<file path="config.mk">
export PLATFORM = sky130hd
export DESIGN_NAME = ohlc_ram
export DESIGN_NICKNAME = d
export VERILOG_FILES = /design/src/hw/rtl/ohlc_ram.sv
export SDC_FILE = /design/constraint.sdc
export NUM_CORES = 1
export LEC_CHECK = 0
export ABC_AREA = 1
export BUFFER_PORTS_ARGS = -buffer_cell sky130_fd_sc_hd__buf_4
export CAP_MARGIN = 15
export CORE_ASPECT_RATIO = 2
export CORE_MARGIN = 5
export CORE_UTILIZATION = 60
export CTS_CLUSTER_SIZE = 20
export DETAILED_ROUTE_END_ITERATION = 10
export PLACE_DENSITY = 0.79
export SLEW_MARGIN = 20
export SYNTH_ARGS = -nofsm -noshare
export SYNTH_HDL_FRONTEND = slang
export SYNTH_SLANG_ARGS = --single-unit
</file>
<file path="constraint.sdc">
create_clock -name clock -period 1.5 [get_ports clock]
set_input_delay 0.15 -clock clock [delete_from_list [all_inputs] [get_ports clock]]
set_output_delay 0.15 -clock clock [all_outputs]
set_load 0.02 [all_outputs]
</file>
<file path="src/hw/rtl/ohlc_ram.sv">
// Generic single-port-write, single-port-read RAM with registered read data.
// Read-first on a same-address collision. No dependencies.
module ohlc_ram #(
   parameter  int WIDTH = 8,
   parameter  int DEPTH = 16,
   localparam int AW    = (DEPTH > 1) ? $clog2(DEPTH) : 1
) (
   input  logic             clock,
   input  logic             wr_en,
   input  logic [AW-1:0]    wr_addr,
   input  logic [WIDTH-1:0] wr_data,
   input  logic             rd_en,
   input  logic [AW-1:0]    rd_addr,
   output logic [WIDTH-1:0] rd_data
);

   logic [WIDTH-1:0] mem_ff [DEPTH];
   logic [WIDTH-1:0] rd_data_ff;

   always_ff @(posedge clock) begin
      if (rd_en) begin
         rd_data_ff <= mem_ff[rd_addr];
      end
      if (wr_en) begin
         mem_ff[wr_addr] <= wr_data;
      end
   end

   assign rd_data = rd_data_ff;

endmodule

</file>
==> run_results.csv <==
group,metric,value,unit
timing,drv_slew,0,
route,vias_per_cell,5.341,
setup_path,cpPeakStageDelay,0.36,ns
clocking,insertion_delay,0.42,ns
timing,setup_viol_count_final,0,
timing,finalHoldViolCount,0,
clocking,clock-sinks,136,
route,via_count,3952,
logic_synthesis,netlist_area,5847,um^2
logic_synthesis,yosys_register_bits,136,
logic_synthesis,ys_seq_area_frac,0.6985,
place,post-place-cells,709,
setup_path,path_buf_inv,0,
timing,skew,0.005088,ns
clocking,cts_resized,0,
timing,timing.hold.ws,0.05182,ns
setup_path,critPathArrivalTime,1.38,ns
finish,num_antenna_cells,0,
timing,setup_tns,0,ns
floorplanning,rows,51,
global_routing,grt_pass1_wl,20850,um
floorplanning,core_area,9635,um^2
clocking,clkSlewWorstSetupHoldPaths,0.06,ns
finish,fin_nets,615,
place,dpl_worst_slack,0.07629,ns
global_routing,grt_max_degree,65,
timing,relSlewSlack,0.8081,
floorplanning,ioPinCount,27,
setup_path,cp_top_family,"simple AND/OR/NAND/NOR gates",
global_routing,grt_usage,0.2427,
clocking,cts_root_buffer,"clkbuf_16",
worst_hold_path,whs_path_depth,1,
logic_synthesis,syn-num-nets,570,
power,ir_drop,1283,uV
finish,num-fill-cells,673,
finish,syn_to_final_growth,16.22,%
place,hpwl,8601,um
route,totalWireLength,13260,um
clocking,cts_max_level,4,
route,drt_pass1_iterations,6,
setup_path,startpoint_type,"register",
clocking,post-cts-setup-buffer-count,0,
floorplanning,die_h,149.6,um
clocking,clk_path_buf_depth,2,
place,port-buffer-count,26,
setup_path,path_class,"reg -> reg",
route,drt_drc_violations_left,0,
finish,utilization,0.7052,
global_routing,grt_antenna_before_repair,0,
outcome,status,"finished clean",
floorplanning,dieWidth,79.80,um
setup_path,path_cells,"nand2_1 -> nand2_1 -> nand2_1 -> nand3_1 -> nand3_1 -> nand2_1",
finish,mostFrequentLayoutCells,"nand2_1, edfxtp_1, inv_1",
logic_synthesis,syn_area_per_cell,10.61,um^2
setup_path,cp_slowest_cell,"edfxtp_1",
power,power.leakage,2.950,nW
global_routing,gr-total-overflow,0,
setup_path,worstSetupEndpointType,"register",
timing,tightest_slew,0.2879,ns
finish,layout_commonest_cell,"nand2_1",
setup_path,r2r_cells,6,
timing,layout_min_cycle_time,1.211,ns
setup_path,cp_max_fo,1,
route,wl_per_cell,17.92,um
clocking,numCtsBuffers,17,
worst_hold_path,hold_path.class,"in -> reg",
floorplanning,initial_utilization,0.6068,
timing,max_freq,826.0,MHz
logic_synthesis,yosysWarnings,0,
logic_synthesis,synth_cells,551,
run,cap_violations,0,
floorplanning,die_area,11940,um^2
setup_path,crit_cells,6,
setup_path,cp_common_cell,"nand2_1",
place,gpl.final_weighted_congestion,0.8962,
clocking,hold_buffers,0,
route,drtIter0Drc,507,
finish,layoutNonFillerInstCount,740,
logic_synthesis,synthDistinctLibCells,11,
finish,drive_above_1_share,0.1332,
timing,worst_slack,0.2894,ns
clocking,cts_tree,"done",
global_routing,grt_pass1_vias,3886,
route,ant_nets,0,
timing,rsz0062_at_grt,"no",
timing,fin_crit_sh,0.8071,
setup_path,crit_required,1.67,ns
power,powerDensity,1273,nW/um^2
## state kept, by name, indices dropped and copies added (netlist names)
signal,cells
mem_ff,128
rd_data,8
## path summary, 6_finish.rpt
| path | startpoint | end | slack, ns |
|---|---|---|---|
| min reg2reg | mem_ff[12][2] | rd_data[2] | 0.74 |
| max | mem_ff[2][6] | rd_data[6] | 0.29 |
| min | rd_en | rd_data[3] | 0.05 |
| max reg2reg | mem_ff[2][6] | rd_data[6] | 0.29 |
## Yosys cell counts
master / n / area, um^2
nand3b_1: 2 / 15.01
inv_1: 100 / 375.4
buf_4: 4 / 30.03
nand2_1: 173 / 649.4
buf_1: 1 / 3.750
buf_6: 6 / 67.56
inv_2: 2 / 7.510
edfxtp_1: 136 / 4084
nand3_1: 97 / 485.5
buf_2: 13 / 65.06
nor2_1: 17 / 63.81
## metrics by stage
| step | cell area [um^2] | power, W |
|---|---|---|
| after global routing | 6795 | 0.008911 |
| after detailed placement | 6259 | 0.004957 |
| after floorplan | 5847 | 0.004704 |
| after CTS | 6795 | 0.008673 |
| after global placement | 6259 | 0.004941 |
| final | 6795 | 0.008651 |
## cells by family (layout without fill, tap and decap cells)
group	Yosys count	in the layout	synth area share
buffers and inverters	126	183	0.09394
DFF	136	136	0.6985
and+or+nand+nor	289	289	0.2076
## power breakdown
part | leakage (nW) | total (W) | switching (W) | internal [W]
registers | 1.24 | 0.00431 | 0.0000255 | 0.00428
clock network | 0.259 | 0.00377 | 0.00152 | 0.00225
logic | 1.46 | 0.000577 | 0.000392 | 0.000185
total | 2.95 | 0.00865 | 0.00193 | 0.00672
## worst register-to-register path: cells and delay by family (launching register included)
family | cells | cell delay [ns]
DFF | 1 | 0.36
and+or+nand+nor | 6 | 0.62
## per-layer routing
metal / vias to the layer above / track usage / routed length, um
li1: 1870 / - / -
met1: 1871 / 0.2766 / 4747
met2: 169 / 0.4229 / 7177
met3: 42 / 0.04157 / 705
met4: 0 / 0.1379 / 633
met5: - / 0 / 0
## layout make-up
cell class                 instances  area, um^2  share of cell area
clock buffer                      18       429.2             0.06316
clock inverter                    13       107.6             0.01583
inverter                         102       382.9             0.05634
multi-input combinational        289        1214              0.1786
sequential                       136        4084              0.6010
tap                              132       165.2             0.02430
timing repair buffer              50       412.9             0.06076
Power figures use the tool's default switching activity.
