### config.mk
export PLATFORM = sky130hd
export DESIGN_NAME = ohlc_out_queue
export DESIGN_NICKNAME = d
export VERILOG_FILES = /design/src/hw/rtl/ohlc_pkg.sv /design/src/hw/rtl/ohlc_out_queue.sv
export SDC_FILE = /design/constraint.sdc
export NUM_CORES = 1
export LEC_CHECK = 0
export ABC_CLOCK_PERIOD_IN_PS = 13700
export BUFFER_PORTS_ARGS = -buffer_cell sky130_fd_sc_hd__buf_4
export CAP_MARGIN = 20
export CELL_PAD_IN_SITES_DETAIL_PLACEMENT = 1
export CELL_PAD_IN_SITES_GLOBAL_PLACEMENT = 2
export CORE_AREA = 2 2 311 313
export DETAILED_ROUTE_END_ITERATION = 6
export DIE_AREA = 0 0 313 315
export PLACE_DENSITY = 0.74
export RECOVER_POWER = 50
export SYNTH_ARGS = -nofsm -noshare
export SYNTH_HDL_FRONTEND = slang
export SYNTH_SLANG_ARGS = --single-unit
### constraint.sdc
create_clock -name clock -period 13.7 [get_ports clock]
set_clock_uncertainty 0.15 [all_clocks]
set_input_delay 1.37 -clock clock [delete_from_list [all_inputs] [get_ports clock]]
set_output_delay 1.37 -clock clock [all_outputs]
set_load 0.02 [all_outputs]
### src/hw/rtl/ohlc_pkg.sv
// Shared types and constants for the one-minute OHLC bar builder.
// No dependencies; imported by tick_to_minute_ohlc_bars, ohlc_bar_update and ohlc_out_queue.
package ohlc_pkg;

   localparam int INSTRUMENTS_DEF = 256;

   localparam int IDX_W   = 8;
   localparam int MIN_W   = 11;
   localparam int SEC_W   = 6;
   localparam int PRICE_W = 32;
   localparam int VOL_W   = 32;
   localparam int TURN_W  = 48;
   localparam int OI_W    = 32;

   // one market tick
   typedef struct packed {
      logic [IDX_W-1:0]   instrument;
      logic [MIN_W-1:0]   minute;
      logic [SEC_W-1:0]   second;
      logic [PRICE_W-1:0] price;
      logic [VOL_W-1:0]   volume;
      logic [TURN_W-1:0]  turnover;
      logic [OI_W-1:0]    interest;
   } req_type;

   // per-instrument bar state, one RAM word
   typedef struct packed {
      logic               valid;
      logic [MIN_W-1:0]   minute;
      logic [PRICE_W-1:0] open_p;
      logic [PRICE_W-1:0] high_p;
      logic [PRICE_W-1:0] low_p;
      logic [PRICE_W-1:0] close_p;
      logic [VOL_W-1:0]   base_volume;
      logic [TURN_W-1:0]  base_turnover;
      logic [VOL_W-1:0]   tick_volume;
      logic [TURN_W-1:0]  tick_turnover;
      logic [OI_W-1:0]    position;
      logic [VOL_W-1:0]   volume;
      logic [TURN_W-1:0]  turnover;
   } slot_type;

   localparam int SLOT_W = $bits(slot_type);

   // one result beat
   typedef struct packed {
      logic               complete;
      logic [IDX_W-1:0]   instrument;
      logic [MIN_W-1:0]   minute;
      logic [SEC_W-1:0]   second;
      logic [PRICE_W-1:0] open_p;
      logic [PRICE_W-1:0] high_p;
      logic [PRICE_W-1:0] low_p;
      logic [PRICE_W-1:0] close_p;
      logic [VOL_W-1:0]   volume;
      logic [TURN_W-1:0]  turnover;
      logic [OI_W-1:0]    position;
      logic               last;
   } bar_type;

endpackage

### src/hw/rtl/ohlc_out_queue.sv
// Two-entry result queue in front of the rsp channel; takes up to two beats a cycle.
// Depends on ohlc_pkg.
module ohlc_out_queue
   import ohlc_pkg::*;
(
   input  logic       clock,
   input  logic       reset,
   input  logic [1:0] push_n,
   input  bar_type    push0,
   input  bar_type    push1,
   output logic [1:0] space,
   output logic       out_valid,
   input  logic       out_stall,
   output bar_type    head
);

   logic [1:0] count_ff, count_in, mid_cnt;
   bar_type    q0_ff, q0_in, q1_ff, q1_in;
   logic       pop;

   assign out_valid = (count_ff != 2'd0);
   assign pop       = out_valid && !out_stall;
   assign space     = 2'd2 - count_ff + {1'b0, pop};
   assign mid_cnt   = count_ff - {1'b0, pop};
   assign count_in  = mid_cnt + push_n;
   assign head      = q0_ff;

   always_comb begin
      q0_in = pop ? q1_ff : q0_ff;
      q1_in = q1_ff;
      unique case (push_n)
         2'd0: begin
         end
         2'd1: begin
            if (mid_cnt == 2'd0) begin
               q0_in = push0;
            end else begin
               q1_in = push0;
            end
         end
         2'd2: begin
            q0_in = push0;
            q1_in = push1;
         end
         default: begin
         end
      endcase
   end

   always_ff @(posedge clock) begin
      if (reset) begin
         count_ff <= '0;
      end else begin
         count_ff <= count_in;
      end
      q0_ff <= q0_in;
      q1_ff <= q1_in;
   end

   a_count_bound: assert property (@(posedge clock) disable iff (reset)
      count_ff <= 2'd2)
      else $error("result queue overfilled");

   a_push_fits: assert property (@(posedge clock) disable iff (reset)
      push_n <= space)
      else $error("push exceeds free queue entries");

endmodule
==> impl_results.md <==
* Slew Limit Fails at 288
* RSZ-0062 raised after global routing: no
* Yosys warnings at 0
* Minimum clock period at 8.54 ns
* GP Congestion at 0.838
* Tot GR Track Use at 15.2%
* Worst EP required at 14.11 ns
* Pre-CTS WS at 7.87 ns
* Cts hold-fix bufs at 0
* Syn Inst Count at 1478
* Pwr dens at 191 nW/um^2
* Peak Freq at 117 MHz
* Vias/cell at 4.44
* # nets final at 2798
* Clock network fraction of total power at 29.6%
* Logic pwr share at 31.6%
* DRC at 0
* Initial drt markers at 623
* Final total power at 6.09 mW
* Setup ws final at 5.16 ns
* H-tree depth at 2
* Clk pin slew, worst setup/hold paths at 0.06 ns
* Die W at 313 um
* TritonCTS buffer count at 61
* Final setup vio count at 0
* Area leader, netlist: edfxtp_1
* Final wirelength at 79300 um
* I/O pin count at 809
* CTS Sinks at 536
* Sequential fraction of the synthesis area at 56.3%
* P&R area growth vs syn at 34.0%
* Hold Crit Class: register to register
* Die H at 315 um
* Post-Synthesis Cell Area at 23800 um^2
* Core ar. at 95700 um^2
* Postcts setup bufs at 0
* Hold depth at 2
* Routed wire per std cell at 22.1 um
* Seq pwr share at 38.8%
* Drt first pass iters at 4
* Hold Fails Final Rpt at 0
* First-pass GRT wire length at 114000 um
* Net Sw Frac at 35.4%
* CTS Buffer Depth at 3
* Post-DP HPWL at 57100 um
* Register-to-Register Path Depth at 7
* Netlist cell types at 23
* Root buf cell: clkbuf_16
* CTS resizes at 0
* CP Class: input port to register
* Relative slew slack at -148%
* Overflow after GRT at 0
* Leakage power total at 12.9 nW
* Synth top area share at 33.7%
* Worst reg-to-reg setup slack at 6.32 ns
* Yosys reg bits at 536
* HP Start: q1_ff[250]
* Setup_tns at 0 ns
* Count of input and output buffers at 808
* Worst slew pin tran at 3.73 ns
* Die ar. at 98600 um^2
* CTS tree: done
* Failing checks: max-capacitance violations, max-slew violations
* Remaining antenna violation count after routing at 0
* Max FO, Critical Path at 55
* # fillers at 10396
* Final period utilization at 62.3%
* Layout cells sized above 1 at 48.7%
* Final design utilization at 33.3%
* Status: finished, violations left
* Sink of the worst hold path: head[250]
* VDD IR-drop max at 0.153 mV
* Initial antenna violation count at 5
* Cell-internal power at 3.93 mW
* Vias in the first global route at 17769
* Max-capacitance violation count at 6
* Effective utilization at floorplan at 24.9%
* Worst setup EP type: register
* Worst skew pair latency at 0.64 ns
* Arr. time, crit path at 8.95 ns
* Top post-synthesis cells by area: edfxtp_1 (34%), dfxtp_1 (23%), mux2_2 (13%), o2bb2ai_2 (13%), mux2i_1 (11%)
* Switching pwr at 2.15 mW
* Reg-to-Reg Start: count_ff[1]
* Syn_area_per_cell at 16.1 um^2
* Reg2Reg Capture Point: q1_ff[132]
* Setup crit start kind: input port
* Row cnt at 114
* Detailed-route via count at 15915
* Largest net degree at the start of global routing at 93
* Syn_nets at 2022
## power by group through the flow
stage | clock network [mW] | logic (mW) | registers [mW]
3_3_place_gp | 0 | 2.15 | 2.38
5_1_grt | 1.91 | 2.06 | 2.41
6_report | 1.80 | 1.92 | 2.36
2_1_floorplan | 0 | 1.00 | 2.73
3_5_place_dp | 0 | 2.20 | 2.40
4_1_cts | 1.85 | 2.20 | 2.37
## kinds of logic after synthesis
logic type | count (synthesis) | synth area share [%]
multiplexers | 534 | 23.9
XOR/XNOR | 4 | 0.147
buffers and inverters | 123 | 4.09
AO/OA/AOI/OAI | 269 | 15.1
flip-flops | 536 | 56.3
AND/OR/NAND/NOR | 7 | 0.210
adder cells (fa/ha/maj) | 5 | 0.263
## per-stage QoR
step,hold WS [ns],area [um^2],cells
2_1_floorplan,0.334,23800,1478
5_1_grt,0.387,31900,3587
3_3_place_gp,0.339,30700,3467
4_1_cts,0.364,32900,3582
3_5_place_dp,0.353,30700,3467
6_report,0.355,31900,3588
## registers in the layout (all words and copies together) (netlist names)
name and flops:
head 267, count_ff 2, q1_ff 267
## worst max path at each step
stage              start         to  slack, ns  cells after the start
5_1_grt        push_n[0]  head[122]       4.68                      9
6_report       push_n[0]   head[81]       5.16                      9
3_3_place_gp   push_n[0]  head[120]       7.91                      9
2_1_floorplan  out_stall   q1_ff[0]       4.20                      4
3_5_place_dp   push_n[0]   head[81]       7.87                      9
4_1_cts        push_n[0]   head[81]       8.58                      9
## worst max-delay path: stages
cell	delay [ns]
clkbuf_1	0.13
inv_1	0.09
ha_1	1.89
inv_1	0.15
a21oi_1	1.56
clkbuf_1	1.66
buf_4	0.99
buf_4	0.77
o2bb2ai_2	0.15
## cell usage after synthesis, drive strengths merged
master and instances:
dfxtp 269, edfxtp 267, mux2 267, mux2i 267
o2bb2ai 267, buf 102, clkbuf 15, inv 6
ha 5, xnor2 4, nor2b 3, a21oi 2
nand2b 1, nand3b 1, nor2 1, or2 1
## layout make-up
type	instances	area [um^2]	area share, %
antenna	6	15.0	0.0471
multi-input combinational	819	9430	29.6
clock buffer	80	1690	5.30
sequential	536	13400	42.0
inverter	6	38.8	0.122
clock inverter	35	515	1.62
tap	1276	1600	5.01
timing repair buffer	830	5210	16.3
## layer usage
| layer | routed length (um) | part of all wire [%] | vias to the layer above | global-route usage [%] |
|---|---|---|---|---|
| met5 | 0 | 0 | - | 0 |
| met4 | 2400 | 3.0 | 0 | 5.24 |
| met3 | 6330 | 8.0 | 113 | 5.28 |
| met2 | 41500 | 52 | 546 | 27.8 |
| met1 | 29100 | 37 | 7879 | 16.2 |
| li1 | - | - | 7377 | - |
## cells in the final DEF (no fill, tap or decap)
cell type | Yosys | routed
clkinv_1 | 0 | 4
o2bb2ai_1 | 67 | 67
clkinv_2 | 0 | 11
mux2_2 | 267 | 264
inv_6 | 1 | 2
xnor2_1 | 4 | 4
clkbuf_8 | 0 | 7
clkbuf_16 | 0 | 62
clkinv_8 | 0 | 1
a21oi_1 | 0 | 1
inv_16 | 0 | 2
nor2b_1 | 2 | 3
or2_0 | 0 | 1
edfxtp_1 | 267 | 267
nand3b_1 | 1 | 1
inv_1 | 5 | 5
buf_4 | 4 | 557
dfxtp_1 | 269 | 269
diode_2 | 0 | 6
clkinvlp_4 | 0 | 3
mux2i_1 | 267 | 267
clkinv_4 | 0 | 1
nor2_1 | 1 | 1
ha_1 | 5 | 5
clkbuf_1 | 15 | 283
bufinv_16 | 0 | 12
a21oi_4 | 0 | 1
mux2_1 | 0 | 3
clkbuf_4 | 0 | 1
nand2b_1 | 1 | 1
o2bb2ai_2 | 200 | 200
Note: power is estimated with default switching activity, not from simulation.
